==> config.mk <==
export PLATFORM = sky130hd
export DESIGN_NAME = far_string_greedy_column_chooser_unit
export DESIGN_NICKNAME = d
export VERILOG_FILES = /design/src/rtl/fsgcc_pkg.sv /design/src/rtl/fsgcc_ram.sv /design/src/rtl/fsgcc_tally.sv /design/src/rtl/fsgcc_row_upd.sv /design/src/rtl/far_string_greedy_column_chooser_unit.sv
export SDC_FILE = /design/constraint.sdc
export NUM_CORES = 2
export LEC_CHECK = 0
export BUFFER_PORTS_ARGS = -buffer_cell sky130_fd_sc_hd__buf_2
export CAP_MARGIN = 20
export CORE_MARGIN = 2
export CORE_UTILIZATION = 60
export DETAILED_ROUTE_END_ITERATION = 8
export GPL_ROUTABILITY_DRIVEN = 0
export PLACE_DENSITY_LB_ADDON = 0.15
export SYNTH_ARGS = -nofsm -noshare
export SYNTH_HDL_FRONTEND = slang
export SYNTH_SLANG_ARGS = --single-unit
==> constraint.sdc <==
create_clock -name clk -period 11.2 [get_ports clk]
set_input_delay 1.68 -clock clk [delete_from_list [all_inputs] [get_ports clk]]
set_output_delay 1.68 -clock clk [all_outputs]
set_load 0.03 [all_outputs]
==> src/rtl/fsgcc_pkg.sv <==
// Shared types, constants and a helper function of the greedy column chooser.
// Used by every module of the block but fsgcc_ram; depends on nothing else.
package fsgcc_pkg;

  localparam int SYM_W      = 2;
  localparam int CNT_W      = 13;
  localparam int FAR_W      = 8;
  localparam int OP_W       = 2;
  localparam int ROW_IDX_W  = 7;
  localparam int RND_W      = 8;
  localparam int ROWS_CFG_W = 8;
  localparam int CFG_IDX_W  = 2;
  localparam int CFG_DATA_W = 13;

  localparam int DEF_MAX_ROWS = 128;

  localparam logic [CNT_W-1:0] CNT_MAX = {CNT_W{1'b1}};
  localparam logic [FAR_W-1:0] FAR_MAX = {FAR_W{1'b1}};

  localparam logic [ROWS_CFG_W-1:0] ROWS_RESET = 8'd128;
  localparam logic [CNT_W-1:0]      COLS_RESET = 13'd4096;
  localparam logic [CNT_W-1:0]      GOAL_RESET = 13'd3072;

  localparam logic [OP_W-1:0] OP_START  = 2'd0;
  localparam logic [OP_W-1:0] OP_LOAD   = 2'd1;
  localparam logic [OP_W-1:0] OP_DECIDE = 2'd2;

  localparam logic [CFG_IDX_W-1:0] REG_ROWS_IN_USE   = 2'd0;
  localparam logic [CFG_IDX_W-1:0] REG_COLUMN_COUNT  = 2'd1;
  localparam logic [CFG_IDX_W-1:0] REG_DISTANCE_GOAL = 2'd2;

  typedef logic [SYM_W-1:0] sym_t;

  typedef struct packed {
    logic             live;
    logic [CNT_W-1:0] miss_cnt;
    logic [CNT_W-1:0] hit_cnt;
  } row_rec_t;

  localparam row_rec_t REC_RESET = '{live: 1'b1, miss_cnt: '0, hit_cnt: '0};

  typedef struct packed {
    logic en;
    sym_t sym;
    logic live;
    logic near;
  } row_view_t;

  // Residue of an 8-bit value modulo three; powers of four are one modulo three.
  function automatic logic [1:0] mod3(input logic [RND_W-1:0] v);
    logic [3:0] s1;
    logic [2:0] s2;
    logic [2:0] s3;
    s1 = 4'(v[1:0]) + 4'(v[3:2]) + 4'(v[5:4]) + 4'(v[7:6]);
    s2 = 3'(s1[3:2]) + 3'(s1[1:0]);
    s3 = 3'(s2[2]) + 3'(s2[1:0]);
    if (s3 >= 3'd3) begin
      s3 = s3 - 3'd3;
    end
    return s3[1:0];
  endfunction

endpackage

==> src/rtl/fsgcc_ram.sv <==
// Generic simple dual-port RAM with one write port and one registered read port.
// Depends on nothing else.
module fsgcc_ram #(
  parameter int WIDTH = 8,
  parameter int DEPTH = 128
) (
  input  logic                     clk,
  input  logic                     we,
  input  logic [$clog2(DEPTH)-1:0] waddr,
  input  logic [WIDTH-1:0]         wdata,
  input  logic [$clog2(DEPTH)-1:0] raddr,
  output logic [WIDTH-1:0]         rdata
);

  logic [WIDTH-1:0] mem [DEPTH];

  always_ff @(posedge clk) begin
    if (we) begin
      mem[waddr] <= wdata;
    end
    rdata <= mem[raddr];
  end

endmodule

==> src/rtl/fsgcc_tally.sv <==
// Per-symbol score accumulators and the tie-breaking symbol pick.
// Depends on fsgcc_pkg.
module fsgcc_tally #(
  parameter int MAX_ROWS = fsgcc_pkg::DEF_MAX_ROWS
) (
  input  logic                          clk,
  input  logic                          clear,
  input  fsgcc_pkg::row_view_t          row,
  input  logic                          use_dist,
  input  logic [fsgcc_pkg::RND_W-1:0]   tie_random,
  output fsgcc_pkg::sym_t               chosen,
  output logic                          by_dist
);

  localparam int SW = $clog2(MAX_ROWS + 1);

  logic [3:0][SW-1:0] dist_cnt;
  logic [3:0][SW-1:0] rare_cnt;
  logic [2:0]         dist_pick;
  logic [2:0]         rare_pick;

  // Returns {extreme is nonzero, picked symbol}.
  function automatic logic [2:0] pick(input logic [3:0][SW-1:0] score, input logic want_max,
                                      input logic [fsgcc_pkg::RND_W-1:0] rnd);
    logic [SW-1:0] best_v;
    logic [2:0]    n;
    logic [1:0]    idx;
    logic [1:0]    seen;
    logic [1:0]    res;
    best_v = score[0];
    for (int k = 1; k < 4; k++) begin
      if (want_max ? (score[k] > best_v) : (score[k] < best_v)) begin
        best_v = score[k];
      end
    end
    n = '0;
    for (int k = 0; k < 4; k++) begin
      if (score[k] == best_v) begin
        n = n + 3'd1;
      end
    end
    case (n)
      3'd1: idx = 2'd0;
      3'd2: idx = {1'b0, rnd[0]};
      3'd3: idx = fsgcc_pkg::mod3(rnd);
      default: idx = rnd[1:0];
    endcase
    seen = '0;
    res  = '0;
    for (int k = 0; k < 4; k++) begin
      if (score[k] == best_v) begin
        if (seen == idx) begin
          res = 2'(k);
        end
        seen = seen + 2'd1;
      end
    end
    return {best_v != '0, res};
  endfunction

  always_ff @(posedge clk) begin
    if (clear) begin
      dist_cnt <= '0;
      rare_cnt <= '0;
    end else if (row.en && row.live) begin
      for (int k = 0; k < 4; k++) begin
        if (row.near && row.sym != 2'(k)) begin
          dist_cnt[k] <= dist_cnt[k] + SW'(1);
        end
      end
      rare_cnt[row.sym] <= rare_cnt[row.sym] + SW'(1);
    end
  end

  assign dist_pick = pick(dist_cnt, 1'b1, tie_random);
  assign rare_pick = pick(rare_cnt, 1'b0, tie_random);
  assign by_dist   = use_dist && dist_pick[2];
  assign chosen    = by_dist ? dist_pick[1:0] : rare_pick[1:0];

endmodule

==> src/rtl/fsgcc_row_upd.sv <==
// Read-modify-write logic of one row record after a column choice.
// Depends on fsgcc_pkg.
module fsgcc_row_upd (
  input  fsgcc_pkg::row_rec_t                 rec,
  input  fsgcc_pkg::sym_t                     sym,
  input  fsgcc_pkg::sym_t                     chosen,
  input  logic [fsgcc_pkg::CNT_W-1:0]         goal,
  input  logic signed [fsgcc_pkg::CNT_W+1:0]  match_limit,
  output fsgcc_pkg::row_rec_t                 rec_next,
  output logic                                to_far
);

  logic [fsgcc_pkg::CNT_W-1:0] hit_inc;
  logic [fsgcc_pkg::CNT_W-1:0] miss_inc;

  assign hit_inc  = (rec.hit_cnt < fsgcc_pkg::CNT_MAX) ? rec.hit_cnt + 1'b1 : rec.hit_cnt;
  assign miss_inc = (rec.miss_cnt < fsgcc_pkg::CNT_MAX) ? rec.miss_cnt + 1'b1 : rec.miss_cnt;

  always_comb begin
    rec_next = rec;
    to_far   = 1'b0;
    if (rec.live) begin
      if (sym == chosen) begin
        rec_next.hit_cnt = hit_inc;
        if ($signed({2'b00, hit_inc}) == match_limit) begin
          rec_next.live = 1'b0;
        end
      end else begin
        rec_next.miss_cnt = miss_inc;
        if (miss_inc == goal) begin
          rec_next.live = 1'b0;
          to_far        = 1'b1;
        end
      end
    end
  end

endmodule

==> src/rtl/far_string_greedy_column_chooser_unit.sv <==
// Top level of the greedy column chooser: sequencer, configuration, row memories.
// Depends on fsgcc_pkg, fsgcc_ram, fsgcc_tally and fsgcc_row_upd.
//
// The row symbols and the per-row counter records sit in two single-read-port
// memories, and a decide walks all R rows twice through them, where R is rows_in_use
// capped at MAX_ROWS, one row per cycle, first to score the four symbols and then to
// write back the updated records. Per-row valid bits make a start beat clear the
// records at once, so there is no clearing pass. A finished result waits in an output
// register while the next input beat is accepted.
module far_string_greedy_column_chooser_unit #(
  parameter int MAX_ROWS = fsgcc_pkg::DEF_MAX_ROWS
) (
  input  logic                                 clk,
  input  logic                                 rst,
  input  logic                                 in_valid,
  output logic                                 in_ready,
  input  logic [fsgcc_pkg::OP_W-1:0]           op,
  input  logic [fsgcc_pkg::ROW_IDX_W-1:0]      row_index,
  input  logic [fsgcc_pkg::SYM_W-1:0]          row_symbol,
  input  logic [fsgcc_pkg::RND_W-1:0]          tie_random,
  output logic                                 out_valid,
  input  logic                                 out_ready,
  output logic [fsgcc_pkg::SYM_W-1:0]          chosen_symbol,
  output logic [fsgcc_pkg::FAR_W-1:0]          far_rows,
  output logic                                 by_distance_rule,
  input  logic                                 cfg_valid,
  output logic                                 cfg_ready,
  input  logic [fsgcc_pkg::CFG_IDX_W-1:0]      cfg_index,
  input  logic [fsgcc_pkg::CFG_DATA_W-1:0]     cfg_data
);

  localparam int RAW    = $clog2(MAX_ROWS);
  localparam int ROW_CW = $clog2(MAX_ROWS + 1);
  localparam int REC_W  = $bits(fsgcc_pkg::row_rec_t);

  typedef enum logic [4:0] {
    S_IDLE   = 5'b00001,
    S_SCORE  = 5'b00010,
    S_PICK   = 5'b00100,
    S_UPDATE = 5'b01000,
    S_DONE   = 5'b10000
  } state_t;

  state_t                                 state;
  logic [fsgcc_pkg::ROWS_CFG_W-1:0]       rows_in_use;
  logic [fsgcc_pkg::CNT_W-1:0]            column_count;
  logic [fsgcc_pkg::CNT_W-1:0]            distance_goal;
  logic [ROW_CW-1:0]                      rows_eff;
  logic [ROW_CW-1:0]                      rd_cnt;
  logic                                   rd_pend;
  logic [RAW-1:0]                         rd_addr;
  logic                                   rd_vld;
  logic [RAW-1:0]                         raddr;
  logic                                   issue;
  logic [MAX_ROWS-1:0]                    row_vld;
  logic [fsgcc_pkg::FAR_W-1:0]            far_total;
  logic [fsgcc_pkg::CNT_W-1:0]            cols_done;
  logic                                   use_dist;
  logic [fsgcc_pkg::RND_W-1:0]            rnd_q;
  fsgcc_pkg::sym_t                        chosen;
  logic                                   by_dist;
  fsgcc_pkg::sym_t                        tally_sym;
  logic                                   tally_by_dist;
  logic                                   in_acc;
  logic                                   load_we;
  logic                                   decide_go;
  fsgcc_pkg::sym_t                        sym_q;
  logic [REC_W-1:0]                       rec_q;
  fsgcc_pkg::row_rec_t                    rec_cur;
  fsgcc_pkg::row_rec_t                    rec_next;
  logic                                   to_far;
  logic                                   rec_we;
  fsgcc_pkg::row_view_t                   view;
  logic signed [fsgcc_pkg::CNT_W+1:0]     match_limit;
  logic                                   out_load;

  assign in_ready  = (state == S_IDLE);
  assign cfg_ready = 1'b1;
  assign in_acc    = in_valid && in_ready;
  assign load_we   = in_acc && (op == fsgcc_pkg::OP_LOAD) && (32'(row_index) < MAX_ROWS);
  assign decide_go = in_acc && (op == fsgcc_pkg::OP_DECIDE);

  assign rows_eff = (32'(rows_in_use) > MAX_ROWS) ? ROW_CW'(MAX_ROWS) : ROW_CW'(rows_in_use);
  assign raddr    = rd_cnt[RAW-1:0];
  assign issue    = ((state == S_SCORE) || (state == S_UPDATE)) && (rd_cnt < rows_eff);

  assign match_limit = $signed({2'b00, column_count}) - $signed({2'b00, distance_goal})
                       + $signed(15'sd1);

  assign rec_cur = rd_vld ? fsgcc_pkg::row_rec_t'(rec_q) : fsgcc_pkg::REC_RESET;
  assign rec_we  = (state == S_UPDATE) && rd_pend;

  assign view.en   = (state == S_SCORE) && rd_pend;
  assign view.sym  = sym_q;
  assign view.live = rec_cur.live;
  assign view.near = ({1'b0, rec_cur.miss_cnt} + 1'b1) >= {1'b0, distance_goal};

  assign out_load = (state == S_DONE) && (!out_valid || out_ready);

  fsgcc_ram #(
    .WIDTH(fsgcc_pkg::SYM_W),
    .DEPTH(MAX_ROWS)
  ) u_sym_ram (
    .clk  (clk),
    .we   (load_we),
    .waddr(RAW'(row_index)),
    .wdata(row_symbol),
    .raddr(raddr),
    .rdata(sym_q)
  );

  fsgcc_ram #(
    .WIDTH(REC_W),
    .DEPTH(MAX_ROWS)
  ) u_rec_ram (
    .clk  (clk),
    .we   (rec_we),
    .waddr(rd_addr),
    .wdata(rec_next),
    .raddr(raddr),
    .rdata(rec_q)
  );

  fsgcc_tally #(
    .MAX_ROWS(MAX_ROWS)
  ) u_tally (
    .clk       (clk),
    .clear     (decide_go),
    .row       (view),
    .use_dist  (use_dist),
    .tie_random(rnd_q),
    .chosen    (tally_sym),
    .by_dist   (tally_by_dist)
  );

  fsgcc_row_upd u_row_upd (
    .rec        (rec_cur),
    .sym        (sym_q),
    .chosen     (chosen),
    .goal       (distance_goal),
    .match_limit(match_limit),
    .rec_next   (rec_next),
    .to_far     (to_far)
  );

  always_ff @(posedge clk) begin
    if (rst) begin
      rows_in_use   <= fsgcc_pkg::ROWS_RESET;
      column_count  <= fsgcc_pkg::COLS_RESET;
      distance_goal <= fsgcc_pkg::GOAL_RESET;
    end else if (cfg_valid && cfg_ready) begin
      unique case (cfg_index)
        fsgcc_pkg::REG_ROWS_IN_USE:   rows_in_use   <= cfg_data[fsgcc_pkg::ROWS_CFG_W-1:0];
        fsgcc_pkg::REG_COLUMN_COUNT:  column_count  <= cfg_data;
        fsgcc_pkg::REG_DISTANCE_GOAL: distance_goal <= cfg_data;
        default: ;
      endcase
    end
  end

  always_ff @(posedge clk) begin
    if (rst) begin
      state     <= S_IDLE;
      rd_cnt    <= '0;
      rd_pend   <= 1'b0;
      row_vld   <= '0;
      far_total <= '0;
      cols_done <= '0;
      out_valid <= 1'b0;
    end else begin
      rd_pend <= issue;
      if (issue) begin
        rd_cnt <= rd_cnt + 1'b1;
      end
      if (out_load) begin
        out_valid <= 1'b1;
      end else if (out_valid && out_ready) begin
        out_valid <= 1'b0;
      end
      unique case (state)
        S_IDLE: begin
          if (in_acc && op == fsgcc_pkg::OP_START) begin
            row_vld   <= '0;
            far_total <= '0;
            cols_done <= '0;
          end
          if (decide_go) begin
            rd_cnt <= '0;
            state  <= S_SCORE;
          end
        end
        S_SCORE: begin
          if (!issue && !rd_pend) begin
            state <= S_PICK;
          end
        end
        S_PICK: begin
          rd_cnt <= '0;
          state  <= S_UPDATE;
        end
        S_UPDATE: begin
          if (rd_pend) begin
            row_vld[rd_addr] <= 1'b1;
            if (to_far && far_total < fsgcc_pkg::FAR_MAX) begin
              far_total <= far_total + 1'b1;
            end
          end
          if (!issue && !rd_pend) begin
            state <= S_DONE;
          end
        end
        S_DONE: begin
          if (out_load) begin
            if (cols_done < fsgcc_pkg::CNT_MAX) begin
              cols_done <= cols_done + 1'b1;
            end
            state <= S_IDLE;
          end
        end
      endcase
    end
  end

  always_ff @(posedge clk) begin
    if (issue) begin
      rd_addr <= raddr;
      rd_vld  <= row_vld[raddr];
    end
    if (decide_go) begin
      use_dist <= (cols_done >= distance_goal);
      rnd_q    <= tie_random;
    end
    if (state == S_PICK) begin
      chosen  <= tally_sym;
      by_dist <= tally_by_dist;
    end
    if (out_load) begin
      chosen_symbol    <= chosen;
      far_rows         <= far_total;
      by_distance_rule <= by_dist;
    end
  end

  a_pick_drained: assert property (@(posedge clk) disable iff (rst)
    (state == S_PICK) |-> !rd_pend)
    else $error("Score pass left a read in flight when the pick began.");

  a_walk_bound: assert property (@(posedge clk) disable iff (rst)
    (state == S_SCORE || state == S_UPDATE) |-> rd_cnt <= rows_eff)
    else $error("Row walk ran past the rows in use.");

  a_update_complete: assert property (@(posedge clk) disable iff (rst)
    (state == S_DONE && $past(state) == S_UPDATE) |-> rd_cnt == rows_eff)
    else $error("Update pass ended before every row was written back.");

  a_result_source: assert property (@(posedge clk) disable iff (rst)
    $rose(out_valid) |-> $past(state == S_DONE))
    else $error("A result beat appeared without a finished decide.");

endmodule

# After elaboration in Yosys (flattened, before gate mapping)
# Memory sizes are Yosys's and may differ from the RTL's. A register that Yosys moved wholly into a read port is not among the register bits.
# Cells that the tools add are included.
dict set report totals {
  regBits 293
  mem_bits_rw 3712
  input_bits 39
  output_inout_bits 14
  elab_cells 247
  mem_count 2
}
# name words word_bits rd rd_clocked_by_memory_dff wr line
set mem_list {}
lappend mem_list {u_rec_ram.mem 128 27 1 1 1 fsgcc_ram.sv:15} ;# logic [WIDTH-1:0] mem [DEPTH];
lappend mem_list {u_sym_ram.mem 128 2 1 1 1 fsgcc_ram.sv:15}
dict set report classes {
  n_addsub 29
  n_lt_le_gt_ge 20
  n_eq_ne 43
  n_mux 83
  bitwise_logic 1
  n_reduce_logical 42
}
# op n
set ops {}
lappend ops {{$mux W128} 2}
lappend ops {{$pmux W128 S2} 1}
lappend ops {{$or A128 B128 Y128} 1}
lappend ops {{$mux W8} 14}
lappend ops {{$mux W13} 7}
lappend ops {{$eq A8 B8 Y1} 8}
lappend ops {{$add A8 B1 Y8 const B} 7}
lappend ops {{$mux W27} 2}
lappend ops {{$add A13 B1 Y13 const B} 3}
lappend ops {{$lt A13 B13 Y1 const B} 3}
lappend ops {{$bwmux W32} 1}
lappend ops {{$lt A8 B8 Y1} 4}
lappend ops {{$mux W2} 16}
lappend ops {{$pmux W8 S2} 2}
lappend ops {{$pmux W13 S2} 1}
lappend ops {{$pmux W5 S5} 1}
lappend ops {{$gt A8 B8 Y1} 3}
lappend ops {{$mux W1} 20}
lappend ops {{$mux W5} 4}
lappend ops {{$logic_and A1 B1 Y1} 19}
lappend ops {{$mux W3} 6}
lappend ops {{$bmux W8 S2} 1}
lappend ops {{$demux W8 S2} 1}
lappend ops {{$lt A7 B8 Y1 const B} 2}
lappend ops {{other kinds (44)} 89}

# Longest topological paths before layout
dict set report logic_depth {
  word_depth 24
  depth_mapped 46
  ltp_nobuf 43
}

# Cells and area by module
# Synthesis repeated with hierarchy kept, for this count alone.
dict set report hier_totals {
  hier_cells 7940
  hier_area_um2 161955.3
}
# mod instances cells_per_inst area_each_um2 seq_area_each_um2
set modules_own_cells {}
lappend modules_own_cells {{fsgcc_ram (u_rec_ram)} 1 5082 131986.6 104320.1}
lappend modules_own_cells {far_string_greedy_column_chooser_unit 1 1145 10821.6 4894.7}
lappend modules_own_cells {{fsgcc_ram (u_sym_ram)} 1 611 10612.7 7727.4}
lappend modules_own_cells {fsgcc_tally 1 847 6847.8 1281.2}
lappend modules_own_cells {fsgcc_row_upd 1 255 1686.6 0.0}

# Worst setup path after synthesis
# OpenSTA, ideal clock, no wires.
dict set report synth_path {
  path_kind {register to register}
  from {reg rd_vld}
  to {mem u_rec_ram.mem[0][26] (netlist bit), data pin}
  setup_time_ns 1.241
  t_arrival_ns 8.543
  required_ns 9.959
  path_slack_ns 1.416
  path_stages_with_launch 18
  path_buffers 4
  synth_period_minus_slack_ns 9.784
  path_cell_list {edfxtp_1 > clkbuf_1 > clkbuf_1 > buf_1 > clkbuf_1 > and2_1 > ha_1 > nand4_1 > nor3_1 > nand3_1 > xor2_1 > nor2_1 > xnor2_1 > o31ai_1 > a32oi_1 > nor3_1 > a21oi_1 > a21boi_0}
}
# item line
set synth_rtl {}
lappend synth_rtl {{from (decl)} far_string_greedy_column_chooser_unit.sv:52} ;# logic rd_vld;
lappend synth_rtl {{from (signal assigned)} far_string_greedy_column_chooser_unit.sv:227} ;# rd_vld <= row_vld[raddr];
lappend synth_rtl {{to (decl)} fsgcc_ram.sv:15}

# Worst setup path after layout
dict set report layout_path {
  from {reg u_tally.dist_cnt[1] (netlist bit)}
  to {reg chosen[0], data pin}
}
dict set report layout_between {
  elab_chain_cells 24
  elab_cells_between_ends 38
  cone_classes {5 x add/sub; 3 x order compare; 10 x eq/ne; 18 x mux; 2 x reduce/logical}
}
# item line
set layout_rtl {}
lappend layout_rtl {{from (decl)} fsgcc_tally.sv:17} ;# logic [3:0][SW-1:0] dist_cnt;
lappend layout_rtl {{from (signal, indexed assignment)} fsgcc_tally.sv:68} ;# dist_cnt[k] <= dist_cnt[k] + SW'(1);
lappend layout_rtl {{$gt A8 B8 Y1} fsgcc_tally.sv:32} ;# if (want_max ? (score[k] > best_v) : (score[k] < best_v)) begin
lappend layout_rtl {{$mux W8} fsgcc_tally.sv:32}
lappend layout_rtl {{$gt A8 B8 Y1} fsgcc_tally.sv:32}
lappend layout_rtl {{$mux W8} fsgcc_tally.sv:32}
lappend layout_rtl {{$gt A8 B8 Y1} fsgcc_tally.sv:32}
lappend layout_rtl {{$mux W8} fsgcc_tally.sv:32}
lappend layout_rtl {{$eq A8 B8 Y1} {fsgcc_tally.sv:38, fsgcc_tally.sv:51}}
lappend layout_rtl {{$mux W1} {fsgcc_tally.sv:38, fsgcc_tally.sv:51}}
lappend layout_rtl {{[... 9 more ...]} -}
lappend layout_rtl {{$mux W1} fsgcc_tally.sv:52} ;# if (seen == idx) begin
lappend layout_rtl {{$mux W2} fsgcc_tally.sv:51} ;# if (score[k] == best_v) begin
lappend layout_rtl {{$mux W2} fsgcc_tally.sv:52}
lappend layout_rtl {{$mux W2} fsgcc_tally.sv:51}
lappend layout_rtl {{$mux W2} fsgcc_tally.sv:52}
lappend layout_rtl {{$mux W2} fsgcc_tally.sv:51}
lappend layout_rtl {{$mux W2 *} fsgcc_tally.sv:78} ;# assign chosen = by_dist ? dist_pick[1:0] : rare_pick[1:0];
lappend layout_rtl {{via tally_sym[0]} far_string_greedy_column_chooser_unit.sv:62} ;# fsgcc_pkg::sym_t tally_sym;
lappend layout_rtl {{to (signal assigned)} far_string_greedy_column_chooser_unit.sv:234} ;# chosen <= tally_sym;
lappend layout_rtl {{to (decl)} far_string_greedy_column_chooser_unit.sv:60} ;# fsgcc_pkg::sym_t chosen;
# Mark *: on every way through the listed nets, which the timed path passes. The rest lies on a longest branch.
# A chain may end at the register's enable or synchronous reset.

==> metrics <==
post-layout utilization of the core=67.8%; aggregate global routing overflow=0; predominant post-synthesis flop cell=sky130_fd_sc_hd__edfxtp_1; largest net degree at the start of global routing=131; post-route design area=180,000 um2; sequential share of power=47.6%; GRT Total Usage=29.7%; clk sink count=4,034; Reg area=118,000 um2; Starting DRT DRC Count=11,100; Setup Viol. Count Final=0; classification of the worst-slack hold path=flop to flop; Worst path most repeated cell=sky130_fd_sc_hd__ha_1; Clock H-tree levels=5; Period Utilization, post-route=93.4%; die outline width=521 um; cell with the biggest individual delay on the critical path=sky130_fd_sc_hd__o31ai_1; total placed instance area=167,000 um2; Cell Int Power=26,200 uW; hold bufs inserted after CTS=0; top area cells in the synthesized netlist=sky130_fd_sc_hd__edfxtp_1 70%, sky130_fd_sc_hd__mux4_2 18%, sky130_fd_sc_hd__dfxtp_1 3.6%; DR vias/cell=6.80; maximum clock rate=95.6 MHz; number of standard cells after synthesis=7,717; Gate power share=15.2%; reported leakage power=0.0551 uW; Hold Crit Start=distance_goal[7]; number of max-slew violations in the final report=0; share of power burned in the clock network=37.2%; Initial Utilization=60.4%; total chip power=34,900 uW; number of non-filler instances in the completed layout=11,900; post-synthesis average cell area=20.8 um2; final net count=8,184; number of flops mapped to enable cells by yosys=3,743; CP Capture Type=flop; Slew headroom=21.4%; number of global-route vias before repair=80,500; number of placed cells counting well taps=11,100; switch share=25.0%; Die Area=272,000 um2; Seq/Total Area, Yosys=73.7%; number of antenna violations at the first check in global routing=23; number of nets in the synthesized netlist=7,876; DRC Markers=0; post-synth top area share=70.0%; Mapped Area=160,000 um2; TritonCTS clock tree=built; final clock skew=0.0575 ns; reg-to-reg startpoint=u_tally.dist_cnt[1]; final WL=401,000 um; vias=81,000; # fillers=16,200; fraction of final layout cells sized beyond drive strength 1=28.6%; floorplan core area=266,000 um2; cell type with the highest aggregate area in the netlist=sky130_fd_sc_hd__edfxtp_1; top-count cell post-synth=sky130_fd_sc_hd__edfxtp_1; count of warnings emitted by yosys=0; number of buffers added on ports=51; total number of placement rows=189; clock network latency to the later pin of the worst-skew pair=0.96 ns; Max rail drop VDD=0.518 mV; clock root buffer master=sky130_fd_sc_hd__clkbuf_16; number of top-level design ports=53; average wire length per cell after detail routing=33.7 um; Worst EP arrival=11.12 ns; Worst setup startpoint=u_tally.dist_cnt[1]; endpoint required time on the critical path=11.86 ns; leading cell types by count after synthesis=3,743 x sky130_fd_sc_hd__edfxtp_1, 1,268 x sky130_fd_sc_hd__mux4_2, 577 x sky130_fd_sc_hd__nor2_1; net switching power of the design=8740 uW; outcome=completed; clock buffer count from CTS=394; number of register bits inferred by synthesis=4,034; final hold violation count=0; pwr/cell area=194 nW/um2; total area of multi-input combinational cells=41,800 um2; DRT Pass-1 Iters=6; Critical Path Max Stage Delay=0.61 ns; first-pass GRT wire length=575,000 um; Clock Pin Slew Worst Setup and Hold Paths=0.07 ns; min Tclk post-route=10.46 ns; RSZ-0062 raised after global routing=false; path type of the worst setup path=flop to flop; total negative slack=0 ns; number of different library cells in the post-synthesis netlist=93; number of antenna-violating nets in the routed design=0; fraction of registers with async set or reset after synthesis=0%; worst-case clock buffer depth=4; worst slew pin tran=1.18 ns; maximum fanout count along the critical path=19; Max Cap Violations=0; Area Growth Syn to Fin=12.2%; DPL Wire Length=221,000 um; startpoint type of the worst setup path=flop; vertical die dimension=521 um
==> kinds of logic after synthesis <==
logic type	Yosys count	share of synthesized area [%]
AND/OR/NAND/NOR	1080	2.98
AO/OA/AOI/OAI	433	1.72
buffers and inverters	490	1.16
other	1	0.00234
XOR/XNOR	213	1.17
multiplexers	1346	18.3
flip-flops	4034	73.7
adder cells (fa/ha/maj)	120	0.973
==> routing by layer <==
layer / vias up / global-route usage (%) / routed length (um)
li1: 32600 / - / -
met1: 43100 / 42.4 / 153000
met2: 4545 / 47.2 / 195000
met3: 722 / 6.09 / 40200
met4: 12 / 8.71 / 12700
met5: - / 0 / 88
==> state kept, by name (all words and copies together) (netlist names), 13 cells and up <==
register / count
u_tally.rare_cnt: 32
cols_done: 13
u_rec_ram.rdata: 27
u_sym_ram.mem: 256
u_rec_ram.mem: 3456
row_vld: 128
distance_goal: 13
column_count: 13
u_tally.dist_cnt: 32
==> final cells by class <==
| cell class | instances | area share, % |
|---|---|---|
| Sequential cell | 4034 | 65.7 |
| Inverter | 96 | 0.200 |
| Clock inverter | 229 | 1.21 |
| Clock buffer | 496 | 5.79 |
| Multi-Input combinational cell | 3193 | 23.2 |
| Antenna cell | 13 | 0.0181 |
| Tap cell | 3533 | 2.46 |
| Timing Repair Buffer | 306 | 1.43 |
==> worst max-delay path, delay by kind of cell, from the launching register on <==
kind | cells | cell delay, ns
flip-flops | 1 | 0.41
AND/OR/NAND/NOR | 9 | 2.03
buffers and inverters | 4 | 0.52
AO/OA/AOI/OAI | 17 | 4.06
multiplexers | 2 | 0.71
XOR/XNOR | 4 | 0.86
adder cells (fa/ha/maj) | 5 | 1.62
==> path summary, 6_finish.rpt <==
check                                   endpoint  slack [ns]  depth (start not counted)
worst min-delay path            distance_goal[7]        0.46                          2
worst max-delay path                   chosen[0]        0.74                         41
worst min register to register  distance_goal[7]        0.46                          2
worst max register to register         chosen[0]        0.74                         41
==> through the flow <==
stage	hold WS, ns	setup slack [ns]
after CTS	0.463	0.741
after global routing	0.486	0.00329
after global placement	0.442	1.14
after floorplan	0.400	1.42
after detailed placement	0.453	0.768
final	0.464	0.736
==> placed cells by master, fill, tap and decap left out, types with 10 or more instances in the layout <==
cell type	instances
sky130_fd_sc_hd__edfxtp_1	3743
sky130_fd_sc_hd__mux4_2	1268
sky130_fd_sc_hd__nor2_1	439
sky130_fd_sc_hd__clkbuf_16	401
sky130_fd_sc_hd__dfxtp_1	284
sky130_fd_sc_hd__buf_4	224
sky130_fd_sc_hd__a21oi_1	208
sky130_fd_sc_hd__nand2_1	178
sky130_fd_sc_hd__nor2_4	133
sky130_fd_sc_hd__xnor2_1	120
sky130_fd_sc_hd__ha_1	112
sky130_fd_sc_hd__inv_1	93
sky130_fd_sc_hd__clkbuf_1	92
sky130_fd_sc_hd__xor2_1	87
sky130_fd_sc_hd__clkinv_1	86
sky130_fd_sc_hd__clkinv_2	68
sky130_fd_sc_hd__nand3_1	61
sky130_fd_sc_hd__buf_2	53
sky130_fd_sc_hd__nand4_1	47
sky130_fd_sc_hd__nor3_1	46
sky130_fd_sc_hd__mux2_2	39
sky130_fd_sc_hd__mux2i_1	34
sky130_fd_sc_hd__bufinv_16	34
sky130_fd_sc_hd__a21o_1	32
sky130_fd_sc_hd__o21ai_0	31
sky130_fd_sc_hd__a211oi_1	31
sky130_fd_sc_hd__and3_1	25
sky130_fd_sc_hd__nor2b_1	24
sky130_fd_sc_hd__nand2b_1	18
sky130_fd_sc_hd__buf_12	17
sky130_fd_sc_hd__nor4_1	15
sky130_fd_sc_hd__or3_1	14
sky130_fd_sc_hd__diode_2	13
sky130_fd_sc_hd__or2_2	13
sky130_fd_sc_hd__clkinvlp_4	13
sky130_fd_sc_hd__o31ai_1	11
sky130_fd_sc_hd__inv_6	11
sky130_fd_sc_hd__a211o_1	10
==> power groups by stage <==
stage	Sequential, uW	Combinational (uW)	Clock [uW]
4_1_cts	16600	5140	13200
3_3_place_gp	16900	4800	0
5_1_grt	16600	5740	13700
6_report	16600	5300	13000
2_1_floorplan	17000	4030	0
3_5_place_dp	16900	5110	0
==> timing repair <==
item / 4_1_cts / 5_1_grt
endpoints found under the setup margin: 0 / 2
gates resized for setup: 0 / 3
setup buffers: 0 / 0
Note: power is estimated with default switching activity, not from simulation.
